**src/design/distance_gesture_classifier_macros.svh**
```systemverilog
// ----------------------------------------------------------------------------
// distance gesture classifier assertion macros
// concurrent check wrappers, compiled out when NO_ASSERTIONS is set
// ----------------------------------------------------------------------------
`ifndef DISTANCE_GESTURE_CLASSIFIER_MACROS_SVH
`define DISTANCE_GESTURE_CLASSIFIER_MACROS_SVH
`ifndef NO_ASSERTIONS
// same-cycle implication
`define DGC_ASSERT_IMP(label, clk, rst, ante, cons) \
  label: assert property (@(posedge clk) disable iff (rst) (ante) |-> (cons)) \
    else $error("dgc check failed: same-cycle implication");
// next-cycle implication
`define DGC_ASSERT_NEXT(label, clk, rst, ante, cons) \
  label: assert property (@(posedge clk) disable iff (rst) (ante) |=> (cons)) \
    else $error("dgc check failed: next-cycle implication");
`else
`define DGC_ASSERT_IMP(label, clk, rst, ante, cons)
`define DGC_ASSERT_NEXT(label, clk, rst, ante, cons)
`endif
`endif

```
**src/design/dgc_pkg.sv**
```systemverilog
// ----------------------------------------------------------------------------
// dgc_pkg
// shared types and constants of the distance gesture classifier
// ----------------------------------------------------------------------------
package dgc_pkg;

  // gesture codes
  localparam logic [2:0] G_NONE  = 3'd0;
  localparam logic [2:0] G_WAVE  = 3'd1;
  localparam logic [2:0] G_PUSH  = 3'd2;
  localparam logic [2:0] G_HOLD  = 3'd3;
  localparam logic [2:0] G_SWIPE = 3'd4;

  // transaction opcodes
  localparam logic OP_SAMPLE = 1'b0;
  localparam logic OP_POLL   = 1'b1;

  // configuration register indexes
  localparam logic [2:0] R_HOLD_NEAR   = 3'd0;
  localparam logic [2:0] R_HOLD_SPREAD = 3'd1;
  localparam logic [2:0] R_HOLD_TICKS  = 3'd2;
  localparam logic [2:0] R_SWIPE_NEAR  = 3'd3;
  localparam logic [2:0] R_SWIPE_TICKS = 3'd4;
  localparam logic [2:0] R_COOLDOWN    = 3'd5;
  localparam logic [2:0] R_WAVE_AMP    = 3'd6;
  localparam logic [2:0] R_PUSH_DEPTH  = 3'd7;

  // scan and divider lengths
  localparam logic [3:0] SCAN_LEN  = 4'd13;
  localparam logic [3:0] DIV_STEPS = 4'd13;

  // saturation caps and thresholds
  localparam logic [4:0] SEEN_CAP   = 5'd20;
  localparam logic [7:0] TICK_CAP   = 8'd255;
  localparam logic [7:0] NEAR_TICKS = 8'd3;

  // controller to datapath commands
  typedef struct packed {
    logic start;
    logic issue;
    logic div_init;
    logic div_step;
    logic finish;
    logic poll;
  } dgc_cmd_t;

endpackage

```
**src/design/distance_gesture_classifier.sv**
```systemverilog
// ----------------------------------------------------------------------------
// distance_gesture_classifier
// classifies hand gestures from a stream of distance samples
// ----------------------------------------------------------------------------
// Input channel in_valid/in_ready carries opcode and distance_cm: a sample
// (opcode 0) or a poll (opcode 1). Every input transaction yields exactly one
// result on out_valid/out_ready: gesture, hand_near and average_cm.
// A sample runs through these steps in order: the write on the accept
// edge, thirteen reads of the history memory (one read port, newest first),
// a drain state, thirteen steps of a bit-serial divider for the mean and
// the load of the result register. A poll goes straight to the finish
// state. Either result is registered only once the output register is free.
// One item is in flight at a time and the input is ready again once the
// result is registered.
// The input is taken while an earlier result still sits in the output
// register; if the receiver stalls, the block waits before updating gesture
// state until that result is taken. Configuration writes on cfg_valid with
// cfg_index/cfg_data are always ready and should be made while idle.
// Reset restores register defaults, marks all history entries as no echo
// and clears the pending gesture and counters; no clearing pass is needed.
// ----------------------------------------------------------------------------
module distance_gesture_classifier #(
  parameter int HISTORY_DEPTH = 20
) (
  input  logic               clk,
  input  logic               rst,
  input  logic               in_valid,
  output logic               in_ready,
  input  logic               opcode,
  input  logic signed [10:0] distance_cm,
  output logic               out_valid,
  input  logic               out_ready,
  output logic [2:0]         gesture,
  output logic               hand_near,
  output logic signed [10:0] average_cm,
  input  logic               cfg_valid,
  output logic               cfg_ready,
  input  logic [2:0]         cfg_index,
  input  logic [9:0]         cfg_data
);
  import dgc_pkg::*;

  dgc_cmd_t cmd;

  assign cfg_ready = 1'b1;

  // sequencer
  dgc_ctrl u_ctrl (
    .clk       (clk),
    .rst       (rst),
    .in_valid  (in_valid),
    .in_ready  (in_ready),
    .opcode    (opcode),
    .out_valid (out_valid),
    .out_ready (out_ready),
    .cmd       (cmd)
  );

  // history, scan and gesture state
  dgc_datapath #(
    .HISTORY_DEPTH (HISTORY_DEPTH)
  ) u_dp (
    .clk         (clk),
    .rst         (rst),
    .cmd         (cmd),
    .distance_cm (distance_cm),
    .cfg_valid   (cfg_valid),
    .cfg_index   (cfg_index),
    .cfg_data    (cfg_data),
    .gesture     (gesture),
    .hand_near   (hand_near),
    .average_cm  (average_cm)
  );

endmodule

```
**src/design/dgc_datapath.sv**
```systemverilog
// ----------------------------------------------------------------------------
// dgc_datapath
// history memory, scan accumulators, mean divider and gesture state
// ----------------------------------------------------------------------------
module dgc_datapath #(
  parameter int HISTORY_DEPTH = 20
) (
  input  logic                clk,
  input  logic                rst,
  input  dgc_pkg::dgc_cmd_t   cmd,
  input  logic signed [10:0]  distance_cm,
  input  logic                cfg_valid,
  input  logic [2:0]          cfg_index,
  input  logic [9:0]          cfg_data,
  output logic [2:0]          gesture,
  output logic                hand_near,
  output logic signed [10:0]  average_cm
);
  import dgc_pkg::*;

  localparam int AW = $clog2(HISTORY_DEPTH);

  // configuration registers
  logic [9:0] hold_near, hold_spread, swipe_near, wave_amp, push_dep;
  logic [7:0] hold_ticks, cool_ticks;
  logic [2:0] swipe_ticks;

  // history and block state
  logic signed [10:0]       mem [HISTORY_DEPTH];
  logic [HISTORY_DEPTH-1:0] hvld;
  logic [AW-1:0]            write_slot, raddr;
  logic [4:0]               samples_seen;
  logic [2:0]               pending;
  logic [7:0]               close_ticks, cooldown;
  logic signed [10:0]       avg_q, samp;

  // read stage
  logic [3:0]         ago_cnt, k;
  logic signed [10:0] rd_data, d, pd;
  logic               rd_ok, acc_en;

  // accumulators
  logic       w_any;
  logic [9:0] w_hi, w_lo;
  logic [1:0] w_dir, dir;
  logic [3:0] w_chg;
  logic       p_pos_v, p_bef_v, p_aft_v, p_last_v;
  logic [3:0] p_pos;
  logic [9:0] p_lo, p_bef, p_aft, p_last;
  logic       s_start_v, s_found;
  logic [3:0] s_start, s_len;
  logic [12:0] f_sum;
  logic [2:0]  f_n;
  logic [9:0]  f_hi, f_lo;

  // divider
  logic [2:0]  dv_rem;
  logic [12:0] dv_q;
  logic [3:0]  rem2;
  logic        dv_ge;

  // scan decode
  logic dpos, kin_seen, w_act, p_min, p_bef_hit, s_act, s_zone, f_act;
  // finish decode
  logic               close, hold_ok, wave_ok, push_ok, swipe_ok;
  logic [7:0]         ct_inc, cool_next;
  logic [2:0]         pg_h, pg_next;
  logic signed [10:0] mean;

  // configuration writes
  always_ff @(posedge clk) begin
    if (rst) begin
      hold_near   <= 10'd30;
      hold_spread <= 10'd8;
      hold_ticks  <= 8'd10;
      swipe_near  <= 10'd35;
      swipe_ticks <= 3'd6;
      cool_ticks  <= 8'd10;
      wave_amp    <= 10'd12;
      push_dep    <= 10'd25;
    end else if (cfg_valid) begin
      case (cfg_index)
        R_HOLD_NEAR:   hold_near   <= cfg_data;
        R_HOLD_SPREAD: hold_spread <= cfg_data;
        R_HOLD_TICKS:  hold_ticks  <= cfg_data[7:0];
        R_SWIPE_NEAR:  swipe_near  <= cfg_data;
        R_SWIPE_TICKS: swipe_ticks <= cfg_data[2:0];
        R_COOLDOWN:    cool_ticks  <= cfg_data[7:0];
        R_WAVE_AMP:    wave_amp    <= cfg_data;
        R_PUSH_DEPTH:  push_dep    <= cfg_data;
        default: ;
      endcase
    end
  end

  // history memory, one write and one registered read
  always_ff @(posedge clk) begin
    if (cmd.start) mem[write_slot] <= distance_cm;
    if (cmd.issue) begin
      rd_data <= mem[raddr];
      rd_ok   <= hvld[raddr];
      k       <= ago_cnt;
    end
  end

  // entries never written read as no echo
  assign d = rd_ok ? rd_data : -11'sd1;

  // write pointer, fill marks and read walk
  always_ff @(posedge clk) begin
    if (rst) begin
      hvld         <= '0;
      write_slot   <= '0;
      samples_seen <= '0;
      acc_en       <= 1'b0;
    end else begin
      acc_en <= cmd.issue;
      if (cmd.start) begin
        hvld[write_slot] <= 1'b1;
        write_slot <= (write_slot == AW'(HISTORY_DEPTH - 1)) ? '0 : write_slot + 1'b1;
        if (samples_seen < SEEN_CAP) samples_seen <= samples_seen + 5'd1;
      end
    end
  end

  always_ff @(posedge clk) begin
    if (cmd.start) begin
      raddr   <= write_slot;
      ago_cnt <= '0;
      samp    <= distance_cm;
    end else if (cmd.issue) begin
      raddr   <= (raddr == '0) ? AW'(HISTORY_DEPTH - 1) : raddr - 1'b1;
      ago_cnt <= ago_cnt + 4'd1;
    end
  end

  // per-entry decode
  assign dpos     = !d[10] && (d != 11'sd0);
  assign kin_seen = {1'b0, k} < samples_seen;

  // wave pairs back(k-1) with back(k); k never exceeds twelve
  assign w_act = acc_en && (k != 4'd0) && ({1'b0, 4'(k - 4'd1)} < samples_seen)
                 && !pd[10] && !d[10];
  assign dir   = (pd > d) ? 2'd1 : (pd < d) ? 2'd2 : 2'd0;

  // push minimum and the first positive sample beyond it
  assign p_min     = acc_en && (k < 4'd10) && kin_seen && dpos
                     && (!p_pos_v || d[9:0] < p_lo);
  assign p_bef_hit = acc_en && !p_min && p_pos_v && kin_seen && !p_bef_v && dpos
                     && ({1'b0, k} <= {1'b0, p_pos} + 5'd3);

  // swipe zone run tracking
  assign s_act  = acc_en && (k < 4'd8) && kin_seen && !s_found;
  assign s_zone = dpos && (d[9:0] < swipe_near);
  assign s_len  = k - s_start;

  // last five samples for hold spread and the mean
  assign f_act = acc_en && (k < 4'd5) && dpos;

  always_ff @(posedge clk) begin
    if (cmd.start) begin
      w_any <= 1'b0; w_dir <= 2'd0; w_chg <= '0;
      p_pos_v <= 1'b0; p_bef_v <= 1'b0; p_aft_v <= 1'b0; p_last_v <= 1'b0;
      s_start_v <= 1'b0; s_found <= 1'b0;
      f_sum <= '0; f_n <= '0;
    end else if (acc_en) begin
      pd <= d;
      if (w_act) begin
        w_any <= 1'b1;
        if (!w_any || pd[9:0] > w_hi) w_hi <= pd[9:0];
        if (!w_any || pd[9:0] < w_lo) w_lo <= pd[9:0];
        if (dir != 2'd0 && w_dir != 2'd0 && dir != w_dir) w_chg <= w_chg + 4'd1;
        if (dir != 2'd0) w_dir <= dir;
      end
      if (p_min) begin
        p_pos_v <= 1'b1;
        p_pos   <= k;
        p_lo    <= d[9:0];
        p_aft_v <= p_last_v;
        p_aft   <= p_last;
        p_bef_v <= 1'b0;
      end else if (p_bef_hit) begin
        p_bef_v <= 1'b1;
        p_bef   <= d[9:0];
      end
      if (dpos) begin
        p_last_v <= 1'b1;
        p_last   <= d[9:0];
      end
      if (s_act) begin
        if (s_zone) begin
          if (!s_start_v) begin
            s_start_v <= 1'b1;
            s_start   <= k;
          end
        end else if (s_start_v) begin
          if (s_len != 4'd0 && s_len <= {1'b0, swipe_ticks} && dpos
              && ({1'b0, d[9:0]} > {1'b0, swipe_near} + 11'd20))
            s_found <= 1'b1;
          s_start_v <= 1'b0;
        end
      end
      if (f_act) begin
        f_sum <= f_sum + {3'd0, d[9:0]};
        f_n   <= f_n + 3'd1;
        if (f_n == 3'd0 || d[9:0] > f_hi) f_hi <= d[9:0];
        if (f_n == 3'd0 || d[9:0] < f_lo) f_lo <= d[9:0];
      end
    end
  end

  // restoring divider, one quotient bit per step
  assign rem2  = {dv_rem, dv_q[12]};
  assign dv_ge = rem2 >= {1'b0, f_n};

  always_ff @(posedge clk) begin
    if (cmd.div_init) begin
      dv_rem <= '0;
      dv_q   <= f_sum;
    end else if (cmd.div_step) begin
      dv_rem <= dv_ge ? 3'(rem2 - {1'b0, f_n}) : rem2[2:0];
      dv_q   <= {dv_q[11:0], dv_ge};
    end
  end

  assign mean = (f_n == 3'd0) ? -11'sd1 : $signed({1'b0, dv_q[9:0]});

  // gesture decision for a sample
  always_comb begin
    close   = !samp[10] && (samp != 11'sd0) && (samp[9:0] < hold_near);
    ct_inc  = close ? ((close_ticks == TICK_CAP) ? close_ticks : close_ticks + 8'd1) : 8'd0;
    hold_ok = (ct_inc >= hold_ticks) && (f_n != 3'd0) && ((f_hi - f_lo) < hold_spread);
    wave_ok = (samples_seen >= 5'd10) && w_any && (w_chg >= 4'd4)
              && ((w_hi - w_lo) >= wave_amp);
    push_ok = (samples_seen >= 5'd8) && p_pos_v && (p_pos >= 4'd1) && (p_pos <= 4'd8)
              && p_bef_v && p_aft_v
              && ({1'b0, p_bef} >= {1'b0, p_lo} + {1'b0, push_dep})
              && ({1'b0, p_aft} >= {1'b0, p_lo} + {1'b0, push_dep});
    swipe_ok = (samples_seen >= 5'd6) && s_found;

    pg_h = pending;
    if (close) begin
      if (hold_ok) pg_h = G_HOLD;
    end else if (close_ticks != 8'd0 && pending == G_HOLD) begin
      pg_h = G_NONE;
    end

    pg_next   = pg_h;
    cool_next = 8'd0;
    if (cooldown != 8'd0) begin
      pg_next   = pending;
      cool_next = cooldown - 8'd1;
    end else if (pg_h != G_HOLD) begin
      if (wave_ok) begin
        pg_next = G_WAVE; cool_next = cool_ticks;
      end else if (push_ok) begin
        pg_next = G_PUSH; cool_next = cool_ticks;
      end else if (swipe_ok) begin
        pg_next = G_SWIPE; cool_next = cool_ticks;
      end
    end
  end

  // gesture state and result registers
  always_ff @(posedge clk) begin
    if (rst) begin
      pending     <= G_NONE;
      close_ticks <= '0;
      cooldown    <= '0;
      avg_q       <= -11'sd1;
    end else if (cmd.finish) begin
      pending     <= pg_next;
      close_ticks <= ct_inc;
      cooldown    <= cool_next;
      avg_q       <= mean;
    end else if (cmd.poll) begin
      if (pending != G_HOLD) pending <= G_NONE;
    end
  end

  always_ff @(posedge clk) begin
    if (cmd.finish) begin
      gesture    <= pg_next;
      hand_near  <= ct_inc >= NEAR_TICKS;
      average_cm <= mean;
    end else if (cmd.poll) begin
      gesture    <= pending;
      hand_near  <= close_ticks >= NEAR_TICKS;
      average_cm <= avg_q;
    end
  end

endmodule

```
**src/design/dgc_ctrl.sv**
```systemverilog
// ----------------------------------------------------------------------------
// dgc_ctrl
// transaction sequencer: history scan, divider steps and result handoff
// ----------------------------------------------------------------------------
`include "distance_gesture_classifier_macros.svh"

module dgc_ctrl (
  input  logic              clk,
  input  logic              rst,
  input  logic              in_valid,
  output logic              in_ready,
  input  logic              opcode,
  output logic              out_valid,
  input  logic              out_ready,
  output dgc_pkg::dgc_cmd_t cmd
);
  import dgc_pkg::*;

  localparam logic [2:0] S_IDLE  = 3'd0;
  localparam logic [2:0] S_SCAN  = 3'd1;
  localparam logic [2:0] S_DRAIN = 3'd2;
  localparam logic [2:0] S_DIV   = 3'd3;
  localparam logic [2:0] S_FIN   = 3'd4;

  logic [2:0] state, state_next;
  logic [3:0] cnt, cnt_next;
  logic       is_poll, is_poll_next;
  logic       out_free;

  assign in_ready = (state == S_IDLE);
  assign out_free = !out_valid || out_ready;

  // next state and commands
  always_comb begin
    state_next   = state;
    cnt_next     = cnt;
    is_poll_next = is_poll;
    cmd          = '0;
    case (state)
      S_IDLE: begin
        if (in_valid) begin
          if (opcode == OP_POLL) begin
            is_poll_next = 1'b1;
            state_next   = S_FIN;
          end else begin
            is_poll_next = 1'b0;
            cmd.start    = 1'b1;
            cnt_next     = '0;
            state_next   = S_SCAN;
          end
        end
      end
      S_SCAN: begin
        cmd.issue = 1'b1;
        cnt_next  = cnt + 4'd1;
        if (cnt == SCAN_LEN - 4'd1) state_next = S_DRAIN;
      end
      S_DRAIN: begin
        cmd.div_init = 1'b1;
        cnt_next     = '0;
        state_next   = S_DIV;
      end
      S_DIV: begin
        cmd.div_step = 1'b1;
        cnt_next     = cnt + 4'd1;
        if (cnt == DIV_STEPS - 4'd1) state_next = S_FIN;
      end
      S_FIN: begin
        if (out_free) begin
          cmd.finish = !is_poll;
          cmd.poll   = is_poll;
          state_next = S_IDLE;
        end
      end
      default: state_next = S_IDLE;
    endcase
  end

  always_ff @(posedge clk) begin
    if (rst) begin
      state     <= S_IDLE;
      cnt       <= '0;
      is_poll   <= 1'b0;
      out_valid <= 1'b0;
    end else begin
      state   <= state_next;
      cnt     <= cnt_next;
      is_poll <= is_poll_next;
      if (cmd.finish || cmd.poll) out_valid <= 1'b1;
      else if (out_ready)         out_valid <= 1'b0;
    end
  end

  // checks
  `DGC_ASSERT_IMP(a_cmd_onehot, clk, rst, 1'b1, $onehot0(cmd))
  `DGC_ASSERT_NEXT(a_start_scans, clk, rst, cmd.start, state == S_SCAN && cnt == 4'd0)
  `DGC_ASSERT_IMP(a_result_slot_free, clk, rst, cmd.finish || cmd.poll, out_free)
  `DGC_ASSERT_IMP(a_scan_bound, clk, rst, state == S_SCAN, cnt < SCAN_LEN)

endmodule
```
**config.mk**
```make
export PLATFORM = sky130hd
export DESIGN_NAME = distance_gesture_classifier
export DESIGN_NICKNAME = d
export VERILOG_FILES = /design/src/design/dgc_pkg.sv /design/src/design/distance_gesture_classifier.sv /design/src/design/dgc_datapath.sv /design/src/design/dgc_ctrl.sv
export VERILOG_INCLUDE_DIRS = /design/src /design/src/design
export SDC_FILE = /design/constraint.sdc
export NUM_CORES = 1
export LEC_CHECK = 0
export BUFFER_PORTS_ARGS = -buffer_cell sky130_fd_sc_hd__buf_2
export CORE_MARGIN = 8
export CORE_UTILIZATION = 36
export DETAILED_ROUTE_END_ITERATION = 8
export GPL_ROUTABILITY_DRIVEN = 0
export GPL_TIMING_DRIVEN = 0
export PLACE_DENSITY = 0.58
export SKIP_LAST_GASP = 1
export SLEW_MARGIN = 25
export SYNTH_ARGS = -nofsm -noshare
export SYNTH_HDL_FRONTEND = slang
export SYNTH_SLANG_ARGS = --single-unit
```
**constraint.sdc**
```tcl
create_clock -name clk -period 7.5 [get_ports clk]
set_input_delay 0.75 -clock clk [delete_from_list [all_inputs] [get_ports clk]]
set_output_delay 0.75 -clock clk [all_outputs]
set_load 0.005 [all_outputs]
```
==> results.md, run 1 <==
Outcome:
- The run finished with clean final reports.

Final layout:
- The finished cells cover between 30,000 and 40,000 um^2.
- After the last flow step, the layout net total stands at ~2,600.
- For this run, the share of the core covered by cells in the final layout is 0.4117.
- The fraction of final layout cells sized beyond drive strength 1 is 0.1237.
- The filler cells instantiated in the layout total ~6,900.
- The area growth from synthesis to layout is 13.00%.
- The most common cell after layout, fill and taps aside is sky130_fd_sc_hd__edfxtp_1.
- In the layout the commonest cells are sky130_fd_sc_hd__edfxtp_1 (379), sky130_fd_sc_hd__nand2_1 (238), sky130_fd_sc_hd__ha_1 (209).

Synth:
- Of the post-synthesis cell area, the dominant cell type holds 0.4274.
- The average footprint of a synthesized cell is approximately 12 um^2.
- The number of synthesis warnings is 0.
- Of the total synthesized cell area, the portion taken by AND, OR, NAND and NOR gates is 0.1127.
- The number of flops mapped to enable cells by yosys is 379.
- The dominant combinational cell family by area after synthesis is simple AND/OR/NAND/NOR gates.
- The prevailing post-synth register cell is sky130_fd_sc_hd__edfxtp_1.
- Measured against the total synthesized area, the mux share comes to 0.08058.
- Of the synthesized area, sequential elements account for 0.5589.
- The post-synthesis compound-gate area fraction was 0.09162.
- Ranked by total cell area, the synthesized netlist is headed by sky130_fd_sc_hd__edfxtp_1 (43%), sky130_fd_sc_hd__dfxtp_1 (13%), sky130_fd_sc_hd__ha_1 (9.8%), sky130_fd_sc_hd__mux4_2 (6.1%), sky130_fd_sc_hd__nand2_1 (3.4%).
- After synthesis, the share of flip-flops with an asynchronous set or reset is 0.
- sky130_fd_sc_hd__edfxtp_1 takes more of the synthesized area than any other cell.
- Of the total synthesized cell area, the portion taken by full adders, half adders and majority gates is 0.1027.
- The synthesized netlist contains 69 unique library cells.
- The parity-gate share of the synthesized area counting xor and xnor cells is 0.01842.
- Synthesis produced a netlist whose cell count is about 2,200.
- The mapped cell area is about 27,000 um^2.
- The net count of the mapped netlist is between 2,000 and 2,500.
- The synthesized design contains around 550 register bits.

Pwr:
- The switching fraction of total power is 0.2517.
- The clock share of power is 0.406.
- The power share of the sequential group is 0.474.
- The power spent charging and discharging nets is 0.001816 W.
- The internal power of the cells totals roughly 0.0054 W.
- Dividing total power by cell area gives a power density of about 240 nW/um^2.
- IR analysis of the VDD net gives a maximum drop of approximately 0.21 mV.
- Of the total power, combinational logic draws 0.120.
- The analysis attributes to cell leakage a power of 10.99 nW.

Clock tree:
- TritonCTS built the clock tree.
- The clock latency reported for the late side of the worst-skew pair is between 0.6 and 0.7 ns.
- CTS saw about 550 sinks.
- The number of clock buffers inserted by TritonCTS is between 50 and 60.
- In this run, post-CTS hold repair placed 0 buffers.
- The tree is rooted in a sky130_fd_sc_hd__clkbuf_16.
- The level count of the clock H-tree is 2.
- In this run the post-CTS setup repair buffer count came out at 0.
- In this run, post-CTS repair resized a total of 0 instances.
- No sink is reached through more buffers than the 3 on the longest clock path.
- The CTS clock-pin slew for the worst setup and hold paths is about 0.060 ns.

GRT:
- For this run, the total global-route usage over all layers was measured as 0.1618.
- The initial antenna violation count is 6.
- The via count of the first global-routing pass is 17,549.
- The global-route wire length before repair is a little over 100,000 um.
- The largest net degree at the start of global routing is 22.
- After global routing the overflow that remains totals 0.

Floorplanning:
- The initial core utilization is 0.3644.
- The floorplan step set the die width to approximately 290 um.
- Row generation in the floorplan step produced 99 rows.
- The die is 288.0 um tall.
- The die covers just over 80,000 um^2.
- The core footprint is 73,080 um^2.
- In this run the count of I/O pins placed on the die edge is 48.

Timing:
- The setup clock skew after layout is ~0.06 ns.
- The routed design could run at a clock period as short as between 4 and 5 ns.
- The final count of hold timing violations came to 0.
- The worst-case setup margin in the final layout is between 2 and 3 ns.
- The tightest hold path in the finished design has a slack of slightly below 0.4 ns.
- In the final timing run, aggregate negative setup slack is 0 ns.
- The portion of the clock cycle consumed by the worst path in the final layout is 0.6391.
- The transition at the pin with the smallest max-transition slack is 1.116 ns.
- Setup violations remaining at the end of the flow were counted as 0.
- Headroom to the max-slew limit came out at 0.2499.
- Setup repair after global routing left no endpoint under its margin.
- For this run, the top clock speed supported by timing is 0.2086 GHz.
- The count of pins over their slew limit is 0.

Worst setup path:
- The most repeated library cell on the critical path is sky130_fd_sc_hd__nand2_1.
- The slowest stage of the critical path belongs to the cell sky130_fd_sc_hd__o31ai_1.
- The worst setup path is of the reg2reg kind.
- The reg-to-reg setup timing slack is between 2 and 3 ns.
- The signal on the critical path passes through inv_1, ha_1, inv_1, fa_1, nand2_1, nand2_1, a21oi_1, o21bai_1, a21oi_1, xnor2_1, ha_1, o211a_1, o21ai_0, o21ai_0, o31ai_1, nand3_1, or4b_4, nand2_1.
- The startpoint type of the worst setup path is a register.
- For the worst flop-to-flop path, the logic depth is 18.
- The capture point of the worst reg-to-reg path is u_dp.gesture[2].
- For the worst setup path, the data arrival time is 5.24 ns.
- STA puts the critical path data required time at between 7 and 8 ns.
- The maximum net fanout on the critical path is 2.
- The launch point of the worst reg-to-reg path is u_dp.w_hi[0].
- The longest individual stage delay on the worst path is around 0.96 ns.
- The sort of element at the end of the critical path is a register.

Route:
- Detailed routing inserted a total of ~17,000 vias.
- After detailed routing, the average wire length per cell comes to 20.36 um.
- In the routed design, unresolved DRC markers number 0.
- The detailed router finished its first iteration with 1,332 violations.
- The routed wire length is between 60,000 and 70,000 um.
- Once detail routing completed, the nets flagged for antenna violations numbered 0.
- The first detailed-routing pass took 5 iterations.
- After detailed routing, the number of vias per cell comes to roughly 5.2.

Placed design:
- The cell area reported after detailed placement is between 20,000 and 30,000 um^2.
- The worst slack after detailed placement is around 2.8 ns.
- During placement, the flow inserted port buffers numbering 40.
- The post-detailed-placement half-perimeter wirelength is around 48,000 um.

Job:
- The number of max-capacitance violations reported is 0.

Worst hold path:
- The worst hold endpoint is u_ctrl.is_poll.
- In this run the most critical hold path is launched from opcode.
- Along the worst hold path, the cell count comes to 3.
- The path type of the worst min-delay path is in2reg.
==> cell usage after synthesis (4+ instances only) <==
library cell	n
sky130_fd_sc_hd__mux2i_1	22
sky130_fd_sc_hd__o21ai_0	63
sky130_fd_sc_hd__nand3_1	35
sky130_fd_sc_hd__nand2b_1	35
sky130_fd_sc_hd__nor2_1	160
sky130_fd_sc_hd__inv_1	163
sky130_fd_sc_hd__nor2b_1	25
sky130_fd_sc_hd__nand3b_1	8
sky130_fd_sc_hd__a21oi_1	148
sky130_fd_sc_hd__xor2_1	25
sky130_fd_sc_hd__a21boi_0	7
sky130_fd_sc_hd__a21o_1	30
sky130_fd_sc_hd__and2_1	6
sky130_fd_sc_hd__mux2_2	27
sky130_fd_sc_hd__clkbuf_1	60
sky130_fd_sc_hd__xnor2_1	31
sky130_fd_sc_hd__o21a_1	21
sky130_fd_sc_hd__or2_2	16
sky130_fd_sc_hd__mux4_2	72
sky130_fd_sc_hd__buf_2	14
sky130_fd_sc_hd__a221oi_1	4
sky130_fd_sc_hd__and3_1	9
sky130_fd_sc_hd__or3_1	15
sky130_fd_sc_hd__a211o_1	7
sky130_fd_sc_hd__nor3_1	39
sky130_fd_sc_hd__o211ai_1	29
sky130_fd_sc_hd__o31ai_1	7
sky130_fd_sc_hd__fa_1	6
sky130_fd_sc_hd__o31a_1	4
sky130_fd_sc_hd__nand4_1	27
sky130_fd_sc_hd__a2111oi_0	6
sky130_fd_sc_hd__o21bai_1	7
sky130_fd_sc_hd__nand2_1	238
sky130_fd_sc_hd__a211oi_1	17
sky130_fd_sc_hd__edfxtp_1	379
sky130_fd_sc_hd__a31oi_1	6
sky130_fd_sc_hd__nor4_1	13
sky130_fd_sc_hd__ha_1	209
sky130_fd_sc_hd__or4_1	5
sky130_fd_sc_hd__dfxtp_1	175
==> layer usage <==
layer	vias up	track usage	wire [um]	part of all wire
li1	8335	-	-	-
met4	2	0.05598	2094	0.031
met5	-	0	13	0.00019
met3	116	0.02657	3342	0.049
met2	394	0.2705	32280	0.48
met1	8583	0.2119	30030	0.44
==> worst max-delay path, delay by kind of cell (launching register included) <==
family          cells  cell delay [ns]
buf+inv             2             0.13
simple gates        5             1.05
fa+ha+maj           3             0.84
flops               1             0.42
compound gates      7             1.98
xor+xnor            1             0.19
==> metrics by stage <==
| step | power, W | instances |
|---|---|---|
| floorplan | 0.004044 | 2217 |
| global route | 0.007481 | 3328 |
| CTS | 0.007284 | 3328 |
| finish | 0.007216 | 3329 |
| global placement | 0.004330 | 3216 |
| detailed placement | 0.004352 | 3220 |
==> power by group through the flow <==
stage	clock, W	sequential (W)	combinational (W)
final	0.00293	0.00342	0.000866
after global routing	0.00310	0.00343	0.000956
after CTS	0.00299	0.00342	0.000872
after detailed placement	0	0.00348	0.000867
after global placement	0	0.00348	0.000848
after floorplan	0	0.00346	0.000580
==> flip-flops by register name, indices dropped and copies added (netlist names), 11 cells and up <==
name and count:
u_dp.pd 11, u_dp.hvld 20, u_dp.dv_q 13, u_dp.rd_data 11, u_dp.avg_q 11, u_dp.average_cm 11
u_dp.f_sum 13, u_dp.samp 11, u_dp.mem 220
==> cells by family after synthesis <==
logic type	count (synthesis)
simple gates	645
flops	554
compound gates	384
buf+inv	241
fa+ha+maj	215
mux	121
xor+xnor	56
other cells	1
==> worst max-delay path by stage <==
stage	from	to	cells past startpoint
2_1_floorplan	u_dp.rd_ok	u_dp.p_aft[0]	8
3_3_place_gp	u_dp.rd_ok	u_dp.p_aft[4]	8
3_5_place_dp	u_dp.w_hi[0]	u_dp.gesture[2]	18
4_1_cts	u_dp.w_hi[0]	u_dp.gesture[2]	18
5_1_grt	u_dp.w_hi[0]	u_dp.gesture[2]	18
6_report	u_dp.w_hi[0]	u_dp.gesture[2]	18
==> area by class of cell <==
| class | count | area [um^2] | share of cell area |
|---|---|---|---|
| Sequential cell | 554 | 14880 | 0.4946 |
| Multi-Input combinational cell | 1422 | 10890 | 0.3620 |
| Clock buffer | 75 | 1544 | 0.05131 |
| Tap cell | 959 | 1200 | 0.03988 |
| Inverter | 163 | 611.8 | 0.02033 |
| Clock inverter | 33 | 405.4 | 0.01347 |
| Buffer | 78 | 316.6 | 0.01052 |
| Timing Repair Buffer | 44 | 234.0 | 0.007775 |
| Antenna cell | 1 | 2.502 | 0.00008316 |
No activity file was read; power rests on OpenSTA's default activity.
==> run 2: changes to the inputs <==
- ABC_AREA: unset -> 1
- clock period: 7.5 -> 4.5 ns (I/O delays scaled with it)
==> run 2 against run 1 <==
Effect of this change:
- power grew 130%
- clock power grew 63%
- register-to-register slack lost 2.1 ns
- critical endpoint unchanged
- cell count grew 13%
- non-clock buffer count grew 14
- critical path type unchanged
==> results.md, run 2 <==
Outcome:
- The flow ran to the end, and the final reports show no timing, DRC or antenna violations.

Final layout:
- The sequential standard cell area is 14,880 um^2 (unchanged).
- The total inserted antenna cells came to 0 (-1).
- In the final layout, the registers with the most flip-flops are u_dp.mem: 220 flops, u_dp.hvld: 20 flops.
- In the layout the commonest cells are sky130_fd_sc_hd__edfxtp_1 (379), sky130_fd_sc_hd__nand2_1 (348), sky130_fd_sc_hd__inv_1 (304).
- The count of non-filler cells in the finished layout is 3,773 (+13%).
- The share of the core filled with cells in the final layout is 0.4116 (about the same).
- The register with the most flip-flops in the final layout is u_dp.mem.
- The flip-flop count of the largest register, all copies and words added is 220 (unchanged).
- The filler cell count in the final layout came to 7,037 (+1.6%).
- The library cell used most frequently in the layout, excluding fill and tap cells, is sky130_fd_sc_hd__edfxtp_1.
- The relative area change from synthesis to final layout was 12.92% (about the same).
- The multi-input logic area is 10,300 um^2 (-5.4%).
- The fraction of final layout cells sized beyond drive strength 1 is 0.08031 (-0.04337).
- The final layout net count is 3,013 (+17%).
- The final cell area excluding filler cells was 30,080 um^2 (about the same).

Timing:
- The portion of the clock cycle consumed by the worst path in the final layout is 0.8678 (+0.2287).
- The normalized max-slew margin came to 0.2619 (+0.01206).
- The setup clock skew after layout is 0.03993 ns (-0.02128 ns).
- The count of pins over their slew limit is 0 (unchanged).
- The top achievable clock speed is 0.2561 GHz (+23%).
- The setup-violating endpoint count in the final report was 0 (unchanged).
- The worst-case setup margin in the final layout is 0.5948 ns (-2.112 ns).
- The transition at the pin with the smallest max-transition slack is 1.107 ns (-0.008556 ns).
- The final count of hold timing violations is 0 (unchanged).
- The minimum period implied by the final worst setup slack is 3.905 ns (-0.8881 ns).
- Setup repair after global routing left no endpoint under its margin.

Clock tree:
- The root buffer cell is sky130_fd_sc_hd__clkbuf_16.
- The level count of the clock H-tree is 2 (unchanged).
- The CTS clock-pin slew for the worst setup and hold paths came to 0.06 ns (about the same).
- The clock latency reported for the late side of the worst-skew pair is 0.62 ns (-0.02 ns).
- The cts-stage hold buffer count is 0 (unchanged).
- The count of instances resized after the clock tree is built is 0 (unchanged).
- The clock sink count is 554 (unchanged).
- TritonCTS built the clock tree.
- The buffers inserted during post-CTS setup optimization came to 0 (unchanged).
- The maximum buffer depth of the clock tree is 3 (unchanged).
- The number of clock buffers inserted by TritonCTS is 56 (-1.8%).

Floorplanning:
- The total number of placement rows was 99 (unchanged).
- The height of the die came to 288.0 um (about the same).
- The I/O pin total is 48 (unchanged).
- The initial core utilization is 0.3645 (about the same).
- The core footprint is 73,080 um^2 (unchanged).
- The area of the die is 82,960 um^2 (about the same).
- The width of the die is 288.0 um (about the same).

Job:
- The number of max-capacitance violations reported came to 0 (unchanged).

Synth:
- By area the synthesized netlist is led by sky130_fd_sc_hd__edfxtp_1 (43%), sky130_fd_sc_hd__dfxtp_1 (13%), sky130_fd_sc_hd__ha_1 (9.8%), sky130_fd_sc_hd__nand2_1 (4.9%), sky130_fd_sc_hd__o21ai_0 (4.5%).
- The gate count after technology mapping is 2,661 (+20%).
- The prevailing post-synth register cell is sky130_fd_sc_hd__edfxtp_1.
- The net count of the mapped netlist is 2,906 (+18%).
- The sequential cell area fraction in the yosys report came to 0.5587 (about the same).
- The number of synthesis warnings is 0 (unchanged).
- The number of flops mapped to enable cells by yosys is 379 (unchanged).
- The average footprint of a synthesized cell is 10.01 um^2 (-17%).
- The number of register bits inferred by synthesis is 554 (unchanged).
- The most frequently used cell type in the post-synthesis netlist is sky130_fd_sc_hd__edfxtp_1.
- The mapped cell area is 26,640 um^2 (about the same).
- The area share of the largest cell type after synthesis is 0.4272 (about the same).
- Of all cell types, the one taking the most synthesized area is sky130_fd_sc_hd__edfxtp_1.
- In the synthesized netlist, the cells that appear most often are sky130_fd_sc_hd__edfxtp_1 (379), sky130_fd_sc_hd__nand2_1 (348), sky130_fd_sc_hd__nor2_1 (306).
- The number of distinct library cells after synthesis is 63 (-8.7%).
- The share of async-settable or async-resettable flops after synthesis was 0 (unchanged).

Placed design:
- The worst slack after detailed placement is 0.5997 ns (-2.196 ns).
- The number of buffers inserted by port buffering was 45 (+13%).
- The cell area reported after detailed placement is 28,210 um^2 (+0.25%).
- The number of placed instances with taps included is 3,669 (+14%).
- The post-detailed-placement half-perimeter wirelength came to 50,590 um (+4.4%).

Worst setup path:
- The longest individual stage delay on the worst path was 0.39 ns (-0.57 ns).
- Among the stages of the critical path, the cell type that occurs most often is sky130_fd_sc_hd__nand2_1.
- The startpoint type of the worst setup path is a register.
- The required time reported for the critical path endpoint is 4.86 ns (-3.09 ns).
- The sort of element at the end of the critical path is a register.
- Among all stages on the critical path, the largest delay is contributed by sky130_fd_sc_hd__edfxtp_1.
- The worst setup path is of the reg2reg kind.
- The maximum net fanout on the critical path is 4 (+2).
- The arrival time of the worst setup path was 4.26 ns (-0.98 ns).

GRT:
- The via count of the first global-routing pass came to 19,403 (+11%).
- The total global-route track usage is 0.1705 (+0.008785).
- The initial antenna violation count is 1 (-5).
- The global-route wire length before repair is 110,900 um (+7.6%).
- The largest net degree at the start of global routing is 22 (unchanged).
- The overflow left after global routing is 0 (unchanged).

Route:
- The detailed-routing iteration count for the pre-antenna-repair pass came to 6 (+1).
- The remaining number of nets flagged by the antenna check after routing is 0 (unchanged).
- The initial DRC count was 1,743 (+31%).
- The via-per-instance ratio is 5.239 (about the same).
- The routed wire length came to 71,990 um (+6.2%).
- The average detailed-routed wire length per instance is 19.08 um (-6.3%).
- The DRC violation count after routing came to 0 (unchanged).
- The total number of vias is 19,768 (+13%).

Pwr:
- The power consumption is 0.01637 W (+130%).
- The leakage power total was 11.54 nW (+4.9%).
- The maximum ir drop on the vdd rail is 0.3581 mV (+72%).
- The power per cell area is 544.1 nW/um^2 (+130%).

Worst hold path:
- The path type of the worst min-delay path is in2reg.
run 2: changes by cell type in the layout (fill, tap and decap cells not counted), moves of 23 or more:
| cell | before | now |
|---|---|---|
| sky130_fd_sc_hd__o22ai_1 | 3 | 48 |
| sky130_fd_sc_hd__mux4_2 | 72 | 0 |
| sky130_fd_sc_hd__o21ai_0 | 63 | 240 |
| sky130_fd_sc_hd__nor2_1 | 139 | 283 |
| sky130_fd_sc_hd__nand2b_1 | 35 | 0 |
| sky130_fd_sc_hd__nor2b_1 | 25 | 0 |
| sky130_fd_sc_hd__inv_1 | 163 | 304 |
| sky130_fd_sc_hd__a21oi_1 | 146 | 196 |
| sky130_fd_sc_hd__nand2_1 | 238 | 348 |
| sky130_fd_sc_hd__nand3_1 | 35 | 67 |
| sky130_fd_sc_hd__a21o_1 | 30 | 7 |
run 2: worst max-delay path: cells and delay by family, from the launching register on:
family,cells,cell delay (ns)
AO/OA/AOI/OAI,5,0.64
XOR/XNOR,1,0.18
AND/OR/NAND/NOR,18,1.77
flip-flops,1,0.39
buffers and inverters,1,0.04
adder cells (fa/ha/maj),2,0.60
run 2: cells by family (layout without fill, tap and decap cells):
kind of cell,Yosys count,count (layout),synth area share
simple gates,811,811,0.1271
compound gates,625,625,0.1349
flops,554,554,0.5587
buf+inv,400,553,0.05782
fa+ha+maj,215,215,0.1027
xor+xnor,50,50,0.01644
mux,5,5,0.002113
other cells,1,1,0.0001408
run 2: power by group:
part / internal (W) / switching (W) / total (W)
clock: 0.00276 / 0.00202 / 0.00478
combinational: 0.00162 / 0.00360 / 0.00523
sequential: 0.00604 / 0.000319 / 0.00636
run 2: per-stage QoR:
stage | hold WS [ns] | setup TNS [ns]
after floorplan | 0.4003 | 0
after global placement | 0.4009 | -4.588
after detailed placement | 0.4056 | 0
after CTS | 0.09182 | 0
after global routing | 0.1273 | 0
final | 0.1280 | 0
run 2: final cells by class:
type                            count  area share
Inverter                          313     0.03947
Tap cell                          959     0.03989
Buffer                             87     0.01177
Sequential cell                   554      0.4948
Timing Repair Buffer               49    0.009276
Multi-Input combinational cell   1707      0.3426
Clock inverter                     34     0.01252
Clock buffer                       70     0.04967
run 2: routing by layer:
layer	vias to the layer above	global-route usage	wire length [um]	part of all wire
met5	-	0	0	0
met4	0	0.06584	2763	0.038
met3	151	0.02113	4123	0.057
met2	613	0.2862	33810	0.47
met1	9515	0.2237	31290	0.43
li1	9489	-	-	-
run 2: final timing paths:
kind	startpoint	end	slack, ns	depth (start not counted)
worst max register to register	u_dp.f_hi[2]	u_dp.gesture[2]	0.59	27
worst min-delay path	out_ready	u_ctrl.out_valid	0.13	4
worst min register to register	u_dp.p_last[3]	u_dp.p_aft[3]	0.42	0
worst max-delay path	u_dp.f_hi[2]	u_dp.gesture[2]	0.59	27
